--- config.mk ---
export PLATFORM = sky130hd
export DESIGN_NAME = sibs_ctrl
export DESIGN_NICKNAME = d
export VERILOG_FILES = /design/src/rtl/sibs_pkg.sv /design/src/rtl/sibs_ctrl.sv
export SDC_FILE = /design/constraint.sdc
export NUM_CORES = 1
export LEC_CHECK = 0
export ABC_AREA = 1
export BUFFER_PORTS_ARGS = -buffer_cell sky130_fd_sc_hd__buf_2
export CORE_AREA = 2 2 39 41
export CTS_BUF_LIST = sky130_fd_sc_hd__clkbuf_4 sky130_fd_sc_hd__clkbuf_8
export DETAILED_ROUTE_END_ITERATION = 16
export DIE_AREA = 0 0 41 43
export SLEW_MARGIN = 20
export SYNTH_ARGS = -nofsm -noshare
export SYNTH_HDL_FRONTEND = slang
export SYNTH_SLANG_ARGS = --single-unit
--- constraint.sdc ---
create_clock -name aclk -period 1.15 [get_ports aclk]
set_input_delay 0.1725 -clock aclk [delete_from_list [all_inputs] [get_ports aclk]]
set_output_delay 0.1725 -clock aclk [all_outputs]
set_load 0.01 [all_outputs]
--- src/rtl/sibs_pkg.sv ---
// ----------------------------------------------------------------------------
// sibs_pkg: shared types and constants of the sorted index search block
// Item codes, field widths and the command/status bundles that pass between
// the controller and the datapath.
// ----------------------------------------------------------------------------
package sibs_pkg;

    localparam int KEY_W        = 32;
    localparam int OFFSET_W     = 31;
    localparam int OPCODE_W     = 2;
    localparam int STATUS_W     = 2;
    localparam int S_TDATA_W    = 64;
    localparam int M_TDATA_W    = 32;
    localparam int ENTRY_W      = KEY_W + OFFSET_W;
    localparam int DEFAULT_TABLE_DEPTH = 1024;

    localparam logic [OPCODE_W-1:0] OP_APPEND = 2'd0;
    localparam logic [OPCODE_W-1:0] OP_SEARCH = 2'd1;
    localparam logic [OPCODE_W-1:0] OP_CLEAR  = 2'd2;

    typedef enum logic [STATUS_W-1:0] {
        ST_OK        = 2'd0,
        ST_NOT_FOUND = 2'd1,
        ST_FULL      = 2'd2
    } status_t;

    typedef struct packed {
        logic    load_search;
        logic    append;
        logic    clear;
        logic    step;
        logic    rd_en;
        logic    set_res;
        logic    res_found;
        status_t res_status;
    } cmd_t;

    typedef struct packed {
        logic full;
        logic range_open;
        logic key_eq;
    } stat_t;

endpackage

--- src/rtl/sibs_ctrl.sv ---
// ----------------------------------------------------------------------------
// sibs_ctrl: item sequencer of the sorted index search block
// Decodes each item, walks the probe loop (read, then compare) and holds
// the result until it is taken.
// ----------------------------------------------------------------------------
module sibs_ctrl (
    input  logic                          aclk,
    input  logic                          aresetn,
    input  logic                          s_tvalid,
    output logic                          s_tready,
    input  logic [sibs_pkg::OPCODE_W-1:0] opcode,
    output logic                          m_tvalid,
    input  logic                          m_tready,
    output sibs_pkg::cmd_t                cmd,
    input  sibs_pkg::stat_t               stat
);

    typedef enum logic [1:0] {
        S_IDLE,
        S_READ,
        S_CMP,
        S_OUT
    } state_t;

    state_t state_reg, state_next;
    logic   m_tvalid_next;

    always_comb begin
        state_next     = state_reg;
        cmd            = '0;
        cmd.res_status = sibs_pkg::ST_OK;
        case (state_reg)
            S_IDLE: begin
                if (s_tvalid) begin
                    state_next  = S_OUT;
                    cmd.set_res = 1'b1;
                    case (opcode)
                        sibs_pkg::OP_APPEND: begin
                            if (stat.full) begin
                                cmd.res_status = sibs_pkg::ST_FULL;
                            end else begin
                                cmd.append = 1'b1;
                            end
                        end
                        sibs_pkg::OP_SEARCH: begin
                            cmd.set_res     = 1'b0;
                            cmd.load_search = 1'b1;
                            state_next      = S_READ;
                        end
                        sibs_pkg::OP_CLEAR: begin
                            cmd.clear = 1'b1;
                        end
                        default: begin
                            // unused code: answer ok, leave the table alone
                        end
                    endcase
                end
            end
            S_READ: begin
                if (stat.range_open) begin
                    cmd.rd_en  = 1'b1;
                    state_next = S_CMP;
                end else begin
                    cmd.set_res    = 1'b1;
                    cmd.res_status = sibs_pkg::ST_NOT_FOUND;
                    state_next     = S_OUT;
                end
            end
            S_CMP: begin
                if (stat.key_eq) begin
                    cmd.set_res   = 1'b1;
                    cmd.res_found = 1'b1;
                    state_next    = S_OUT;
                end else begin
                    cmd.step   = 1'b1;
                    state_next = S_READ;
                end
            end
            S_OUT: begin
                if (m_tready) begin
                    state_next = S_IDLE;
                end
            end
            default: begin
                state_next = S_IDLE;
            end
        endcase
    end

    assign m_tvalid_next = (state_next == S_OUT);

    always_ff @(posedge aclk) begin
        if (!aresetn) begin
            state_reg    <= S_IDLE;
            m_tvalid     <= 1'b0;
        end else begin
            state_reg    <= state_next;
            m_tvalid     <= m_tvalid_next;
        end
    end

    assign s_tready = (state_reg == S_IDLE);

endmodule

# ---- Yosys cells after proc, flatten, opt, wreduce, memory -nomap -nowiden
# Cells that the tools add are included.
dict set report totals {
  reg_bits 3
  output_inout_bits 11
  input_bits 9
  wordCells 37
}
dict set report op_classes {
  n_mux 27
  reduce_logical 2
  n_eq_ne 6
}
# op n
set ops {}
lappend ops {{2-to-1 mux 2 bit} 8}
lappend ops {{2-to-1 mux 1 bit} 14}
lappend ops {{equality test 2 bit, second input constant} 4}
lappend ops {{case mux 2 bit (4 select lines)} 1}
lappend ops {{2-to-1 mux 3 bit} 2}
lappend ops {{equality test 2 x 1 -> 1 bit, second input constant} 2}
lappend ops {{zero test 2 bit} 2}
lappend ops {{case mux 2 bit (2 select lines)} 1}
lappend ops {{case mux 1 bit (3 select lines)} 1}

# ---- Logic depth before layout (Yosys ltp)
dict set report logic_depth {
  word_depth 5
  depth_mapped 6
  depth_no_buf 6
}

# ---- Worst setup path before layout
# OpenSTA, ideal clock, no wires.
dict set report synth_timing {
  path_type {register to output}
  start {register state_reg[1]}
  end {output cmd[6] in the netlist's numbering}
  stages_incl_launch_ff 4
  arrival_time_ns 0.950
  path_slack_ns 0.028
  required_time_ns 0.978
  path_cell_list {dfxtp_1 nor2_2 nand2_2 nor3_1}
}
# item line
set synth_lines {}
lappend synth_lines {{start: declaration} sibs_ctrl.sv:25} ;# state_t state_reg, state_next;
lappend synth_lines {{start signal: assignment} sibs_ctrl.sv:97} ;# state_reg <= state_next;
lappend synth_lines {{end: declaration} sibs_ctrl.sv:14} ;# output sibs_pkg::cmd_t cmd,

==> results.yml <==
timing:
  report.final.slew_viol_count: 0
  setup-tns-final_ns: -0.515
  fin_skew_ns: 0.00138
  worst_slew_pin_slew_ns: 0.152
  setup_ws_ns: -0.120
  hold_viol_final: 0
  slew_headroom_pct: 89.9
  holdWs_ns: 0.157
  setup_viol: 7
  rsz0062_at_grt: "yes"
  finalCritPeriodShare_pct: 110
  max_freq_mhz: 787
  period_minus_slack_ns: 1.27
cts:
  cts_buffers: 3
  cts-htree-levels: 1
  cts_num_sinks: 3
  cts_buffer_depth: 2
  clock_latency_ns: 0.23
  root_buffer: "clkbuf_4"
  cts_tree: "yes"
  clk_pin_slew_ns: 0.04
global_route:
  gr-usage-all-layers_pct: 7.92
  grt_overflow_total: 0
  antenna_found_initial: 0
  grt_pass1_wl_um: 945
  grt_pass1_vias: 268
  grt_max_degree: 6
setup_path:
  critPathSlowestCell: "dfxtp_4"
  crit_type: "flip-flop to output pin"
  worstPathArrival_ns: 1.10
  worstSetupEndpointType: "output pin"
  crit_path_start_kind: "flip-flop"
  cp_max_fo: 3
  critical_path_required_ns: 0.98
  cp_slowest_stage_delay_ns: 0.35
  path_cells: "nor2_4 -> buf_4 -> nand3_4 -> nand3_2 -> buf_6"
final_layout:
  syn2layout_area_growth_pct: 105
  antenna_cells: 0
  seq_area_um2: 67.6
  finish.utilization_pct: 33.7
  multiInputGateArea_um2: 188
  n_fill_cell: 156
  largest_register_ffs: 2
  drive_gt1_share_pct: 68.9
  num-nets-final: 71
  fin_cells: 77
placement:
  globalplace.congestion: 0.626
  place_inst: 69
  port_buffers: 19
  dp_hpwl_um: 521
synth:
  yosysUniqueCellTypes: 15
  netlist_area_um2: 228
  synth.largest_area_cell: "dfxtp_1"
  synth.top_cell.area_share_pct: 26.4
  synth.area.top_cells: "dfxtp_1 (26%), inv_1 (12%), nand3_2 (8.8%)"
  ys_warn_count: 0
  synth_nets: 43
  synth.ff_latch_count: 3
  postSynthAreaPerCell_um2: 6.70
  ys_seq_area_share_pct: 26.4
  synthCells: 34
floorplanning:
  rows: 14
  die_w_um: 41
  io_pins: 20
  die-area_um2: 1760
  die_h_um: 43
  core_area_um2: 1380
  start_util_pct: 16.5
status:
  violations: "negative setup slack"
  outcome: "finished with violations"
power:
  p_total_uw: 599
  power_density_nw_per_um2: 1280
  p_leak_uw: 0.000275
  irDropWorstVdd_mv: 0.518
flow_run:
  max_cap_viol_count: 0
route:
  vias: 305
  initialDrtViolationCount: 2
  drc_errors: 0
  drt_pass1_iterations: 4
  wl_per_cell_um: 8.62
  detail_route.wirelength_um: 664
  viasPerCell: 3.96
  postRouteAntennaNets: 0
worst_hold_path:
  min_path_type: "primary input to flip-flop"
==> worst paths after layout <==
| kind | startpoint | endpoint | slack [ns] | depth (start not counted) |
|---|---|---|---|---|
| max reg2reg | state_reg[1] | m_tvalid | 0.19 | 6 |
| min reg2reg | state_reg[0] | state_reg[0] | 0.71 | 4 |
| min | aresetn | state_reg[1] | 0.16 | 3 |
| max | state_reg[1] | cmd[3] | -0.12 | 5 |
==> metal layers <==
metal | global-route usage (%) | part of all wire (%)
met5 | 0 | 0
met4 | 4.00 | 0
met3 | 4.71 | 5.4
met1 | 7.99 | 39
met2 | 12.2 | 56
==> cells in the final DEF (no fill, tap or decap) <==
master,count
nand3b_1,1
nor2_4,1
inv_2,1
a21o_1,1
or2_1,1
nor2_1,2
a21oi_1,1
dfxtp_1,1
buf_2,18
nand2_1,3
inv_1,7
nor3_1,2
buf_6,1
nand2_2,1
clkbuf_4,4
nand2_4,1
nor3b_2,1
nor2_2,1
buf_4,4
nand3_2,3
nand3_4,2
dfxtp_4,2
nor3_2,2
==> repair_timing <==
| action | CTS | global route |
|---|---|---|
| hold buffers | 0 | 0 |
| buffers inserted | 2 | 2 |
| pin swaps | 2 | 3 |
| setup endpoints to repair | 9 | 9 |
| resized for setup | 6 | 8 |
==> synthesized netlist by cell type <==
| cell | number |
|---|---|
| or2_1 | 1 |
| inv_2 | 1 |
| nor3b_2 | 1 |
| nand2_1 | 3 |
| inv_1 | 7 |
| a21o_1 | 1 |
| nand3_2 | 2 |
| a21oi_1 | 1 |
| nand2_2 | 2 |
| nor2_2 | 2 |
| nor2_1 | 2 |
| nand3b_1 | 1 |
| nor3_1 | 4 |
| dfxtp_1 | 3 |
| nand3_1 | 3 |
==> final cells by class <==
class                           instances  area share (%)
Tap cell                               16            4.29
Timing Repair Buffer                   23            28.2
Clock buffer                            4            6.43
Inverter                                8            6.43
Sequential cell                         3            14.5
Multi-Input combinational cell         23            40.2
==> power by group <==
part | total, uW | internal (uW) | leakage, uW | switching (uW)
Combinational | 253 | 121 | 0.000231 | 132
Clock | 205 | 153 | 0.0000184 | 51.5
Sequential | 142 | 123 | 0.0000260 | 18.7
Total | 599 | 397 | 0.000275 | 202
==> logic make-up (layout without fill, tap and decap cells) <==
logic type             after synthesis  count (layout)  synth area share, %
buffers and inverters                8              35                 13.2
AO/OA/AOI/OAI                        2               2                 5.49
flip-flops                           3               3                 26.4
AND/OR/NAND/NOR                     21              21                 54.9
==> critical path: cells and delay by family, from the launching register on <==
family / cells / cell delay, ns
flip-flops: 1 / 0.35
AND/OR/NAND/NOR: 3 / 0.28
buffers and inverters: 2 / 0.23
==> stage by stage <==
stage          setup slack, ns  instance area, um^2
2_1_floorplan           0.0275                  228
6_report                -0.120                  467
3_3_place_gp            0.0744                  343
3_5_place_dp            0.0323                  343
4_1_cts                 -0.145                  408
5_1_grt                 -0.196                  467
Note: power is estimated with default switching activity, not from simulation.
